`config.mk`:
```
export PLATFORM = sky130hd
export DESIGN_NAME = kdop18_bounds_builder_flat
export DESIGN_NICKNAME = d
export VERILOG_FILES = /design/src/rtl/kdop_pkg.sv /design/src/rtl/kdop_ifs.sv /design/src/rtl/kdop18_bounds_builder.sv /design/src/rtl/kdop_axis_lane.sv /design/src/flat_wrapper.sv
export SDC_FILE = /design/constraint.sdc
export NUM_CORES = 2
export LEC_CHECK = 0
export CORE_MARGIN = 2
export CORE_UTILIZATION = 57
export DETAILED_ROUTE_END_ITERATION = 16
export DONT_BUFFER_PORTS = 1
export PLACE_DENSITY = 0.76
export SYNTH_ARGS = -nofsm -noshare
export SYNTH_HDL_FRONTEND = slang
export SYNTH_SLANG_ARGS = --single-unit
```
`constraint.sdc`:
```
create_clock -name clock -period 11.9 [get_ports clock]
set_clock_uncertainty 0.1 [all_clocks]
set_input_delay 0.595 -clock clock [delete_from_list [all_inputs] [get_ports clock]]
set_output_delay 0.595 -clock clock [all_outputs]
set_load 0.005 [all_outputs]
```
`src/rtl/kdop_pkg.sv`:
```
`default_nettype none

package kdop_pkg;

   // number of slab axes: x, y, z, x+y, x+z, y+z, x-y, x-z, y-z
   localparam int NUM_AXES = 9;
   localparam int AXIS_W   = 4;
   localparam int CODE_W   = 3;
   localparam logic [AXIS_W-1:0] LAST_AXIS = AXIS_W'(NUM_AXES - 1);

   // request codes
   typedef enum logic [CODE_W-1:0] {
      REQ_ADD     = 3'd0,
      REQ_CLEAR   = 3'd1,
      REQ_TEST    = 3'd2,
      REQ_ENLARGE = 3'd3,
      REQ_READ    = 3'd4
   } req_code_type;

   // per-lane update controls
   typedef struct packed {
      logic load;
      logic widen;
      logic enlarge;
   } lane_ctl_type;

endpackage

`default_nettype wire

```
`src/rtl/kdop_ifs.sv`:
```
`default_nettype none

// request channel
interface kdop_req_if #(
   parameter int COORD_WIDTH = 32
);
   import kdop_pkg::*;

   logic                          valid;
   logic                          ready;
   logic [CODE_W-1:0]             req_type;
   logic signed [COORD_WIDTH-1:0] coord_x;
   logic signed [COORD_WIDTH-1:0] coord_y;
   logic signed [COORD_WIDTH-1:0] coord_z;
   logic [COORD_WIDTH-2:0]        margin;

   modport source (output valid, req_type, coord_x, coord_y, coord_z, margin,
                   input ready);
   modport sink (input valid, req_type, coord_x, coord_y, coord_z, margin,
                 output ready);
endinterface

// result channel
interface kdop_rsp_if #(
   parameter int COORD_WIDTH = 32
);
   import kdop_pkg::*;

   logic                          valid;
   logic                          ready;
   logic [AXIS_W-1:0]             axis;
   logic signed [COORD_WIDTH+1:0] low_bound;
   logic signed [COORD_WIDTH+1:0] high_bound;
   logic                          is_empty;
   logic                          inside_res;
   logic                          last;

   modport source (output valid, axis, low_bound, high_bound, is_empty, inside_res,
                   last, input ready);
   modport sink (input valid, axis, low_bound, high_bound, is_empty, inside_res,
                 last, output ready);
endinterface

`default_nettype wire

```
`src/rtl/kdop18_bounds_builder.sv`:
```
// a test or read request is held in the request register, then loads its first result into
//   the result register; add, clear and enlarge take effect as they leave the request register
// throughput: one request per cycle while the result side keeps up; a read holds the execute
//   stage until all nine axes are out, one result per cycle while results are taken, set by the single result register
// reset: synchronous, active high; clears the pipeline and marks the polytope empty
`default_nettype none

module kdop18_bounds_builder #(
   parameter int COORD_WIDTH = 32
) (
   input  wire         clock,
   input  wire         reset,
   kdop_req_if.sink    req_ch,
   kdop_rsp_if.source  rsp_ch
);
   import kdop_pkg::*;

   localparam int BOUND_W  = COORD_WIDTH + 2;
   localparam int MARGIN_W = COORD_WIDTH - 1;

   // request register
   logic                          s1_valid_ff, s1_valid_in;
   logic [CODE_W-1:0]             s1_code_ff;
   logic signed [COORD_WIDTH-1:0] s1_x_ff, s1_y_ff, s1_z_ff;
   logic [MARGIN_W-1:0]           s1_margin_ff;

   // state and readout control
   logic              empty_ff, empty_in;
   logic [AXIS_W-1:0] rd_idx_ff, rd_idx_in;

   // result register
   logic                      rsp_valid_ff, rsp_valid_in;
   logic [AXIS_W-1:0]         rsp_axis_ff, rsp_axis_in;
   logic signed [BOUND_W-1:0] rsp_low_ff, rsp_low_in;
   logic signed [BOUND_W-1:0] rsp_high_ff, rsp_high_in;
   logic                      rsp_empty_ff, rsp_empty_in;
   logic                      rsp_inside_ff, rsp_inside_in;
   logic                      rsp_last_ff, rsp_last_in;

   logic req_fire, out_free, needs_out, exe_fire, s1_done;
   logic is_add, is_clear, is_test, is_enlarge, is_read;
   lane_ctl_type lane_ctl;

   logic signed [BOUND_W-1:0] ext_x, ext_y, ext_z;
   logic signed [BOUND_W-1:0] axis_val  [NUM_AXES];
   logic signed [BOUND_W-1:0] lane_low  [NUM_AXES];
   logic signed [BOUND_W-1:0] lane_high [NUM_AXES];
   logic [NUM_AXES-1:0]       lane_in;
   logic                      inside_now;

   // decode the held request
   always_comb begin
      is_add     = 1'b0;
      is_clear   = 1'b0;
      is_test    = 1'b0;
      is_enlarge = 1'b0;
      is_read    = 1'b0;
      case (s1_code_ff)
         REQ_ADD:     is_add     = 1'b1;
         REQ_CLEAR:   is_clear   = 1'b1;
         REQ_TEST:    is_test    = 1'b1;
         REQ_ENLARGE: is_enlarge = 1'b1;
         REQ_READ:    is_read    = 1'b1;
         default:     is_add     = 1'b0;
      endcase
   end

   // flow control
   assign out_free  = !rsp_valid_ff || rsp_ch.ready;
   assign needs_out = is_test || is_read;
   assign exe_fire  = s1_valid_ff && (!needs_out || out_free);
   assign s1_done   = exe_fire && (!is_read || (rd_idx_ff == LAST_AXIS));
   assign req_ch.ready = !s1_valid_ff || s1_done;
   assign req_fire  = req_ch.valid && req_ch.ready;

   always_comb begin
      s1_valid_in = s1_valid_ff;
      if (req_fire) begin
         s1_valid_in = 1'b1;
      end else if (s1_done) begin
         s1_valid_in = 1'b0;
      end
   end

   always_ff @(posedge clock) begin
      if (reset) begin
         s1_valid_ff <= 1'b0;
      end else begin
         s1_valid_ff <= s1_valid_in;
      end
   end

   always_ff @(posedge clock) begin
      if (req_fire) begin
         s1_code_ff   <= req_ch.req_type;
         s1_x_ff      <= req_ch.coord_x;
         s1_y_ff      <= req_ch.coord_y;
         s1_z_ff      <= req_ch.coord_z;
         s1_margin_ff <= req_ch.margin;
      end
   end

   // projections of the point onto the nine axes
   always_comb begin
      ext_x = {{2{s1_x_ff[COORD_WIDTH-1]}}, s1_x_ff};
      ext_y = {{2{s1_y_ff[COORD_WIDTH-1]}}, s1_y_ff};
      ext_z = {{2{s1_z_ff[COORD_WIDTH-1]}}, s1_z_ff};
      axis_val[0] = ext_x;
      axis_val[1] = ext_y;
      axis_val[2] = ext_z;
      axis_val[3] = ext_x + ext_y;
      axis_val[4] = ext_x + ext_z;
      axis_val[5] = ext_y + ext_z;
      axis_val[6] = ext_x - ext_y;
      axis_val[7] = ext_x - ext_z;
      axis_val[8] = ext_y - ext_z;
   end

   // lane controls
   always_comb begin
      lane_ctl.load    = exe_fire && is_add && empty_ff;
      lane_ctl.widen   = exe_fire && is_add && !empty_ff;
      lane_ctl.enlarge = exe_fire && is_enlarge && !empty_ff;
   end

   // one bounds lane per axis
   for (genvar g = 0; g < NUM_AXES; g++) begin : g_lane
      kdop_axis_lane #(
         .BOUND_W (BOUND_W)
      ) u_lane (
         .clock      (clock),
         .ctl        (lane_ctl),
         .axis_val   (axis_val[g]),
         .margin     (s1_margin_ff),
         .low_bound  (lane_low[g]),
         .high_bound (lane_high[g]),
         .in_slab    (lane_in[g])
      );
   end

   assign inside_now = !empty_ff && (&lane_in);

   // empty flag and readout index
   always_comb begin
      empty_in  = empty_ff;
      rd_idx_in = rd_idx_ff;
      if (exe_fire && is_add) begin
         empty_in = 1'b0;
      end else if (exe_fire && is_clear) begin
         empty_in = 1'b1;
      end
      if (exe_fire && is_read) begin
         if (rd_idx_ff == LAST_AXIS) begin
            rd_idx_in = '0;
         end else begin
            rd_idx_in = rd_idx_ff + 1'b1;
         end
      end
   end

   always_ff @(posedge clock) begin
      if (reset) begin
         empty_ff  <= 1'b1;
         rd_idx_ff <= '0;
      end else begin
         empty_ff  <= empty_in;
         rd_idx_ff <= rd_idx_in;
      end
   end

   // result register
   always_comb begin
      rsp_valid_in  = rsp_valid_ff && !rsp_ch.ready;
      rsp_axis_in   = rsp_axis_ff;
      rsp_low_in    = rsp_low_ff;
      rsp_high_in   = rsp_high_ff;
      rsp_empty_in  = rsp_empty_ff;
      rsp_inside_in = rsp_inside_ff;
      rsp_last_in   = rsp_last_ff;
      if (exe_fire && is_test) begin
         rsp_valid_in  = 1'b1;
         rsp_axis_in   = '0;
         rsp_low_in    = '0;
         rsp_high_in   = '0;
         rsp_empty_in  = empty_ff;
         rsp_inside_in = inside_now;
         rsp_last_in   = 1'b1;
      end else if (exe_fire && is_read) begin
         rsp_valid_in  = 1'b1;
         rsp_axis_in   = rd_idx_ff;
         rsp_low_in    = empty_ff ? '0 : lane_low[rd_idx_ff];
         rsp_high_in   = empty_ff ? '0 : lane_high[rd_idx_ff];
         rsp_empty_in  = empty_ff;
         rsp_inside_in = 1'b0;
         rsp_last_in   = (rd_idx_ff == LAST_AXIS);
      end
   end

   always_ff @(posedge clock) begin
      if (reset) begin
         rsp_valid_ff <= 1'b0;
      end else begin
         rsp_valid_ff <= rsp_valid_in;
      end
   end

   always_ff @(posedge clock) begin
      rsp_axis_ff   <= rsp_axis_in;
      rsp_low_ff    <= rsp_low_in;
      rsp_high_ff   <= rsp_high_in;
      rsp_empty_ff  <= rsp_empty_in;
      rsp_inside_ff <= rsp_inside_in;
      rsp_last_ff   <= rsp_last_in;
   end

   assign rsp_ch.valid      = rsp_valid_ff;
   assign rsp_ch.axis       = rsp_axis_ff;
   assign rsp_ch.low_bound  = rsp_low_ff;
   assign rsp_ch.high_bound = rsp_high_ff;
   assign rsp_ch.is_empty   = rsp_empty_ff;
   assign rsp_ch.inside_res = rsp_inside_ff;
   assign rsp_ch.last       = rsp_last_ff;

`ifndef SYNTHESIS
   // a readout in progress always has a read request held
   a_rd_idx_held: assert property (@(posedge clock) disable iff (reset)
      (rd_idx_ff != '0) |-> (s1_valid_ff && is_read))
      else $error("readout index advanced without a held read request");

   // a clear leaves the polytope empty
   a_clear_empty: assert property (@(posedge clock) disable iff (reset)
      (exe_fire && is_clear) |=> empty_ff)
      else $error("clear did not empty the polytope");

   // a point found inside implies a non-empty polytope
   a_inside_nonempty: assert property (@(posedge clock) disable iff (reset)
      (rsp_valid_ff && rsp_inside_ff) |-> !rsp_empty_ff)
      else $error("inside result reported on an empty polytope");

   // last marks the final axis of a readout or a test result
   a_last_axis: assert property (@(posedge clock) disable iff (reset)
      (rsp_valid_ff && !rsp_last_ff) |-> (rsp_axis_ff != LAST_AXIS))
      else $error("final axis emitted without last");
`endif

endmodule

`default_nettype wire

```
`src/rtl/kdop_axis_lane.sv`:
```
`default_nettype none

module kdop_axis_lane #(
   parameter int BOUND_W = 34
) (
   input  wire                       clock,
   input  kdop_pkg::lane_ctl_type    ctl,
   input  wire logic signed [BOUND_W-1:0] axis_val,
   input  wire logic [BOUND_W-4:0]   margin,
   output logic signed [BOUND_W-1:0] low_bound,
   output logic signed [BOUND_W-1:0] high_bound,
   output logic                      in_slab
);
   import kdop_pkg::*;

   localparam logic signed [BOUND_W-1:0] BOUND_MAX = {1'b0, {(BOUND_W-1){1'b1}}};
   localparam logic signed [BOUND_W-1:0] BOUND_MIN = {1'b1, {(BOUND_W-1){1'b0}}};

   logic signed [BOUND_W-1:0] low_ff, low_in;
   logic signed [BOUND_W-1:0] high_ff, high_in;
   logic signed [BOUND_W:0]   low_ext, high_ext, margin_ext;
   logic signed [BOUND_W:0]   low_grow, high_grow;
   logic signed [BOUND_W-1:0] low_sat, high_sat;

   // enlarge one bit wider, then clamp to the bound range
   always_comb begin
      low_ext    = {low_ff[BOUND_W-1], low_ff};
      high_ext   = {high_ff[BOUND_W-1], high_ff};
      margin_ext = {4'b0000, margin};
      low_grow   = low_ext - margin_ext;
      high_grow  = high_ext + margin_ext;
      if (low_grow[BOUND_W] != low_grow[BOUND_W-1]) begin
         low_sat = BOUND_MIN;
      end else begin
         low_sat = low_grow[BOUND_W-1:0];
      end
      if (high_grow[BOUND_W] != high_grow[BOUND_W-1]) begin
         high_sat = BOUND_MAX;
      end else begin
         high_sat = high_grow[BOUND_W-1:0];
      end
   end

   // next bounds: load on first point, min/max on later points, saturated margin on enlarge
   always_comb begin
      low_in  = low_ff;
      high_in = high_ff;
      if (ctl.load) begin
         low_in  = axis_val;
         high_in = axis_val;
      end else if (ctl.widen) begin
         if (axis_val < low_ff) begin
            low_in = axis_val;
         end
         if (axis_val > high_ff) begin
            high_in = axis_val;
         end
      end else if (ctl.enlarge) begin
         low_in  = low_sat;
         high_in = high_sat;
      end
   end

   always_ff @(posedge clock) begin
      low_ff  <= low_in;
      high_ff <= high_in;
   end

   // slab test, inclusive at both ends
   assign in_slab    = (axis_val >= low_ff) && (axis_val <= high_ff);
   assign low_bound  = low_ff;
   assign high_bound = high_ff;

endmodule

`default_nettype wire

```
`src/flat_wrapper.sv`:
```
// flat-port wrapper written by rule: the top's interface ports become plain ports
module kdop18_bounds_builder_flat import kdop_pkg::*;
#(
   parameter int COORD_WIDTH = 32
)
  (clock, reset, req_ch_valid, req_ch_req_type, req_ch_coord_x, req_ch_coord_y, req_ch_coord_z, req_ch_margin, req_ch_ready, rsp_ch_valid, rsp_ch_axis, rsp_ch_low_bound, rsp_ch_high_bound, rsp_ch_is_empty, rsp_ch_inside_res, rsp_ch_last, rsp_ch_ready);
  kdop_req_if #(.COORD_WIDTH(COORD_WIDTH)) req_ch_i ();
  kdop_rsp_if #(.COORD_WIDTH(COORD_WIDTH)) rsp_ch_i ();
  input  wire clock;
  input  wire reset;
  input wire logic [$bits(req_ch_i.valid)-1:0] req_ch_valid;
  input wire logic [$bits(req_ch_i.req_type)-1:0] req_ch_req_type;
  input wire logic [$bits(req_ch_i.coord_x)-1:0] req_ch_coord_x;
  input wire logic [$bits(req_ch_i.coord_y)-1:0] req_ch_coord_y;
  input wire logic [$bits(req_ch_i.coord_z)-1:0] req_ch_coord_z;
  input wire logic [$bits(req_ch_i.margin)-1:0] req_ch_margin;
  output wire logic [$bits(req_ch_i.ready)-1:0] req_ch_ready;
  output wire logic [$bits(rsp_ch_i.valid)-1:0] rsp_ch_valid;
  output wire logic [$bits(rsp_ch_i.axis)-1:0] rsp_ch_axis;
  output wire logic [$bits(rsp_ch_i.low_bound)-1:0] rsp_ch_low_bound;
  output wire logic [$bits(rsp_ch_i.high_bound)-1:0] rsp_ch_high_bound;
  output wire logic [$bits(rsp_ch_i.is_empty)-1:0] rsp_ch_is_empty;
  output wire logic [$bits(rsp_ch_i.inside_res)-1:0] rsp_ch_inside_res;
  output wire logic [$bits(rsp_ch_i.last)-1:0] rsp_ch_last;
  input wire logic [$bits(rsp_ch_i.ready)-1:0] rsp_ch_ready;
  assign req_ch_i.valid = req_ch_valid;
  assign req_ch_i.req_type = req_ch_req_type;
  assign req_ch_i.coord_x = req_ch_coord_x;
  assign req_ch_i.coord_y = req_ch_coord_y;
  assign req_ch_i.coord_z = req_ch_coord_z;
  assign req_ch_i.margin = req_ch_margin;
  assign req_ch_ready = req_ch_i.ready;
  assign rsp_ch_valid = rsp_ch_i.valid;
  assign rsp_ch_axis = rsp_ch_i.axis;
  assign rsp_ch_low_bound = rsp_ch_i.low_bound;
  assign rsp_ch_high_bound = rsp_ch_i.high_bound;
  assign rsp_ch_is_empty = rsp_ch_i.is_empty;
  assign rsp_ch_inside_res = rsp_ch_i.inside_res;
  assign rsp_ch_last = rsp_ch_i.last;
  assign rsp_ch_i.ready = rsp_ch_ready;
  kdop18_bounds_builder #(.COORD_WIDTH(COORD_WIDTH)) u_core (.clock(clock), .reset(reset), .req_ch(req_ch_i), .rsp_ch(rsp_ch_i));
endmodule
```
Yosys cells after proc, flatten, opt, wreduce, memory -nomap -nowiden
Cells that the tools add are included.

cells by class
  equality and inequality tests = 41
  order comparisons = 37
  reductions and logical operators = 57
  muxes and demuxes = 114
  bitwise operators = 1
  add/sub/neg operators = 25

operators with widths
  kind                  number
  $mux W34              96
  $add A34 B32 Y35      9
  $sub A34 B32 Y35      9
  $bmux W34 S4          2
  $ge A33 B34 Y1        6
  $gt A33 B34 Y1        6
  $le A33 B34 Y1        6
  $lt A33 B34 Y1        6
  $ge A32 B34 Y1        3
  $gt A32 B34 Y1        3
  $le A32 B34 Y1        3
  $lt A32 B34 Y1        3
  $add A32 B32 Y33      3
  $sub A32 B32 Y33      3
  $ne A3 B2 Y1 const B  16
  $reduce_and A2 Y1     18
  $logic_and A1 B1 Y1   22
  $ne A1 B1 Y1          18
  $mux W1               15
  $reduce_and A9 Y1     1
  $eq A3 B2 Y1 const B  2
  $logic_not A1 Y1      6
  $ne A3 B1 Y1 const B  2
  $reduce_bool A2 Y1    3
  other kinds (10)      14

storage, ports and cells
  output and inout bits = 77
  bits in registers = 824
  logic and storage cells = 308
  bits of input ports = 134

Depth between registers and ports, before layout
  word-level depth = 11
  depth in mapped cells = 26
  depth with buffers taken out = 25

Hierarchy
A second synthesis with hierarchy kept.

second synthesis, totals
  cells, all modules = 10775
  area total of the unflattened synthesis = 91829.3 um2

by module, submodules not included
  module                                         area each (um2)  times used  cells each
  kdop_axis_lane at u_core.g_lane[4].u_lane ...  7937.6           5           966
  kdop_axis_lane at u_core.g_lane[0].u_lane ...  7832.5           3           942
  kdop18_bounds_builder                          20774.9          1           2179
  kdop_axis_lane at u_core.g_lane[3].u_lane      7868.8           1           940

Least setup slack after synthesis
OpenSTA, ideal clock, no wires.

  kind = reg2reg
  from = register u_core.s1_y_ff[1]
  to = register u_core.g_lane[3].u_lane.low_ff[0], enable pin
  path slack = 5.153 ns
  period minus slack after synthesis = 6.747 ns
  required time = 11.364 ns
  buffers on the path = 0
  stages on the path, launching flop included = 23
  setup time = 0.436 ns
  arrival time = 6.210 ns
  cell sequence = edfxtp_1 inv_1 ha_1 nand2b_1 a221oi_1 o41ai_1 o211ai_1 a31oi_1 o21a_1 o41ai_1 a221oi_1 xnor2_1 ha_1 a21o_1 a21o_1 a21oi_1 nor2b_1 o21ai_0 nand2b_1 a21oi_1 nand2_1 mux2_2 a21oi_1

on the way
  word-level cells in the longest chain between the ends = 4

ends and longest elaborated chain
  item                         line                          text
  start: declaration           kdop18_bounds_builder.sv:24   logic signed [COORD_WIDTH-1:0] s1_x_ff, s1_y_ff, s1_z_ff;
  start signal: assignment     kdop18_bounds_builder.sv:97   s1_y_ff <= req_ch.coord_y;
  $add A32 B32 Y33             kdop18_bounds_builder.sv:111  axis_val[3] = ext_x + ext_y;
  $lt A33 B34 Y1               kdop_axis_lane.sv:52          if (axis_val < low_ff) begin
  $ne A3 B2 Y1 (no line)       --
  $reduce_and A2 Y1 (no line)  --
  end signal: assignment       kdop_axis_lane.sv:65          low_ff <= low_in;
  end: declaration             kdop_axis_lane.sv:19          logic signed [BOUND_W-1:0] low_ff, low_in;

No other way between the ends.
A chain may end at the register's enable or synchronous reset.

Final worst setup path
  from = register u_core.s1_y_ff[1]
  to = register u_core.rsp_inside_ff, in the netlist u_core.rsp_ch.inside_res (data pin)

on the way
  word-level cells in the longest chain between the ends = 6

ends and longest elaborated chain
  item                                              line                          text
  $sub A32 B32 Y33 (tied with other cells)          kdop18_bounds_builder.sv:116  axis_val[8] = ext_y - ext_z;
  $ge A33 B34 Y1 or $le A33 B34 Y1 (tied branches)  kdop_axis_lane.sv:70          assign in_slab = (axis_val >= low_ff) && (axis_val <= high_ff);
  $logic_and A1 B1 Y1                               kdop_axis_lane.sv:70
  $reduce_and A9 Y1 (*)                             kdop18_bounds_builder.sv:141  assign inside_now = !empty_ff && (&lane_in);
  $logic_and A1 B1 Y1 (*)                           kdop18_bounds_builder.sv:141
  $mux W1 (*)                                       kdop18_bounds_builder.sv:180  if (exe_fire && is_test) begin
  end signal: assignment                            kdop18_bounds_builder.sv:212  rsp_inside_ff <= rsp_inside_in;
  end: declaration                                  kdop18_bounds_builder.sv:37   logic rsp_inside_ff, rsp_inside_in;

Every way passes the cells marked *; elsewhere a longest branch is shown, timed or not.

==> flow_summary.json <==
{
  "cts.clk_slew.worst_paths_ns": 0.06,
  "crit_fanout": 10,
  "hold_depth": 1,
  "hpwlAfterDp_um": 314000,
  "worst-setup-path-type": "flip-flop to flip-flop",
  "cts_tree": "yes",
  "critPathLaunchType": "flip-flop",
  "fin_nets": 11457,
  "finalWirelength_um": 386000,
  "yosysSeqAreaShare": 0.273,
  "synth_top_area_share": 0.255,
  "cts-htree-levels": 3,
  "status": "finished clean",
  "clock-sinks": 824,
  "synth_area_um2": 87600,
  "yosys.cell_types.count": 97,
  "finalSetupTns_ns": 0,
  "peakVddDrop_mv": 0.129,
  "vias": 84055,
  "root_buffer": "clkbuf_16",
  "clockBufferDepth": 3,
  "cellInternalPower_mw": 6.50,
  "yosysMostFrequentCell": "ha_1",
  "firstDrtPassIters": 6,
  "syn_avg_cell_area_um2": 8.93,
  "yosysTopAreaCell": "edfxtp_1",
  "power.density_nw_per_um2": 110,
  "r2r_cells": 23,
  "ys_ff_latch": 824,
  "worstMarginPinSlew_ns": 1.38,
  "timing.rr.start": "u_core.s1_y_ff[1]",
  "viasPerCell": 6.98,
  "post_cts_resized": 0,
  "rows": 143,
  "clock.fmax_mhz": 116,
  "coreArea_um2": 152000,
  "combPwrFrac": 0.343,
  "ant_nets": 0,
  "overflow": 0,
  "cts_buffers": 103,
  "p_total_mw": 10.5,
  "grt_use_total": 0.477,
  "initial_core_util": 0.576,
  "power_frac_seq": 0.322,
  "drt_iter0_drc": 11764,
  "cp.required_ns": 12.37,
  "synth_commonest_cells": "ha_1, inv_1, a21oi_1",
  "drive_gt1_frac": 0.0575,
  "synth_area_leaders": "edfxtp_1, ha_1, a21oi_1",
  "gp_congestion": 1.10,
  "antenna_found_initial": 49,
  "die_h_um": 396,
  "period_needed_ns": 8.64,
  "drv_slew": 0,
  "whs_endpoint": "u_core.s1_code_ff[0]",
  "timing.rr.end": "u_core.rsp_ch.inside_res",
  "drcViolationCount": 0,
  "postSynthNetCount": 11357,
  "clkLatencyLatePin_ns": 0.79,
  "yosysWarnings": 0,
  "power.switching_mw": 3.97,
  "postSynthCellCount": 9817,
  "io_pins": 211,
  "relSlewSlack": 0.0778,
  "ff2ff_setup_slack_ns": 3.26,
  "rsz0062_at_grt": "false",
  "power.share.clock": 0.335,
  "worstPathArrival_ns": 9.11,
  "swShare": 0.379,
  "p_leak_nw": 42.3,
  "detail_route.wl_per_cell_um": 32.0,
  "cp-end-kind": "flip-flop",
  "dieArea_um2": 157000,
  "min_from": "req_ch_valid",
  "die_x_um": 396,
  "yosys_most_used_dff": "edfxtp_1",
  "hp-class": "primary input to flip-flop",
  "grt_pass1_wl_um": 543000,
  "drv_cap": 0,
  "syn_to_final_growth_pct": 9.01,
  "first_global_vias": 81407,
  "synth-edff-count": 744,
  "post_cts_buffers": 0,
  "finalCritPeriodShare": 0.726,
  "fin_util": 0.627,
  "port_buffers": 0,
  "postCtsHoldBufs": 133,
  "grt_max_degree": 115,
  "hold_violations": 0,
  "async_flop_share": 0,
  "finalSetupViolCount": 0
}
==> worst max-delay path, cell delays in order (launching register included) <==
cell,delay (ns)
edfxtp_1,0.71
inv_1,0.25
fa_1,0.50
nor2b_1,0.13
o21a_1,0.17
o21ai_0,0.13
a21oi_1,0.39
o21ai_0,0.33
o21ai_0,0.49
a21oi_1,0.30
o21ai_0,0.39
buf_4,0.21
a21oi_1,0.08
xor2_1,0.77
inv_1,0.17
ha_1,0.33
nand4_1,0.17
nor2_1,0.71
and3_1,0.39
a31oi_1,0.28
o21ai_0,0.43
nand4bb_1,0.36
nor4b_1,0.34
nor4bb_1,0.28
==> per-layer routing <==
layer | global-route usage | vias up | part of all wire
met3 | 0.140 | 1098 | 0.14
met4 | 0.332 | 16 | 0.084
met2 | 0.712 | 5774 | 0.42
met5 | 0 | - | 0.00027
li1 | - | 36554 | -
met1 | 0.591 | 40613 | 0.36
==> worst max-delay path by stage <==
stage,startpoint,slack [ns],depth (start not counted),to
6_report,u_core.s1_y_ff[1],3.26,23,u_core.rsp_ch.inside_res
5_1_grt,u_core.s1_y_ff[1],3.28,23,u_core.rsp_ch.inside_res
4_1_cts,u_core.s1_y_ff[1],3.80,23,u_core.rsp_ch.inside_res
3_5_place_dp,u_core.s1_y_ff[1],3.81,23,u_core.rsp_ch.inside_res
3_3_place_gp,u_core.s1_y_ff[1],3.94,23,u_core.rsp_ch.inside_res
2_1_floorplan,u_core.s1_y_ff[1],5.15,22,u_core.g_lane[3].u_lane.low_bound[0]
==> flip-flops by register name (all words and copies together), names as in the netlist, 3 cells and up <==
signal and cells:
u_core.s1_code_ff 3, u_core.rsp_ch.axis 4, u_core.s1_x_ff 32, u_core.rsp_ch.high_bound 34, u_core.g_lane.u_lane.high_bound 306, u_core.rd_idx_ff 4
u_core.g_lane.u_lane.low_bound 306, u_core.s1_y_ff 32, u_core.rsp_ch.low_bound 34, u_core.s1_margin_ff 31, u_core.s1_z_ff 32
==> area by class of cell <==
type	instances	area [um^2]
Sequential cell	824	24000
Multi-Input combinational cell	7712	59200
Timing Repair Buffer	271	2410
Clock buffer	125	2860
Inverter	1005	3770
Clock inverter	67	769
Tap cell	2030	2540
Fill cell	12816	56700
Antenna cell	14	35.0
==> power groups by stage <==
stage	registers [mW]	clock network [mW]	logic [mW]
2_1_floorplan	3.39	0	2.19
6_report	3.37	3.50	3.59
3_5_place_dp	3.43	0	3.37
3_3_place_gp	3.42	0	3.29
4_1_cts	3.36	3.48	3.43
5_1_grt	3.37	3.58	3.80
==> layout by cell type (no fill, tap or decap), types with 73 or more instances in the layout <==
cell	count
a31oi_1	94
nor2_1	624
o21a_1	133
mux4_2	136
nand3_1	124
nand2b_1	129
nand2_1	592
a21oi_1	890
dfxtp_1	76
a22o_1	91
xnor2_1	418
a22oi_1	93
a21o_1	541
mux2i_1	76
ha_1	1382
nor2b_1	133
buf_4	133
nor3_1	155
nand4_1	179
dlygate4sd3_1	133
o22ai_1	73
edfxtp_1	744
xor2_1	262
o21bai_1	120
clkbuf_16	111
inv_1	1004
o21ai_0	593
==> metrics by stage <==
step	setup slack, ns	hold slack, ns	area, um^2	std cells
after floorplan	5.15	0.349	87600	9817
after global placement	3.94	0.389	90500	11708
after detailed placement	3.81	0.395	90500	11709
after CTS	3.80	0.0646	95500	12034
after global routing	3.28	0.0774	95500	12041
final	3.26	0.0963	95500	12048
==> kinds of logic after synthesis <==
kind of cell | count (synthesis) | share of synthesized area
DFF | 824 | 0.273
xor gates and xnor gates | 680 | 0.0680
AOI/OAI and AO/OA | 3179 | 0.235
buffers and inverters | 1281 | 0.0550
and+or+nand+nor | 2228 | 0.122
adders and majority gates | 1406 | 0.203
muxes | 219 | 0.0445
No activity file was read; power rests on OpenSTA's default activity.
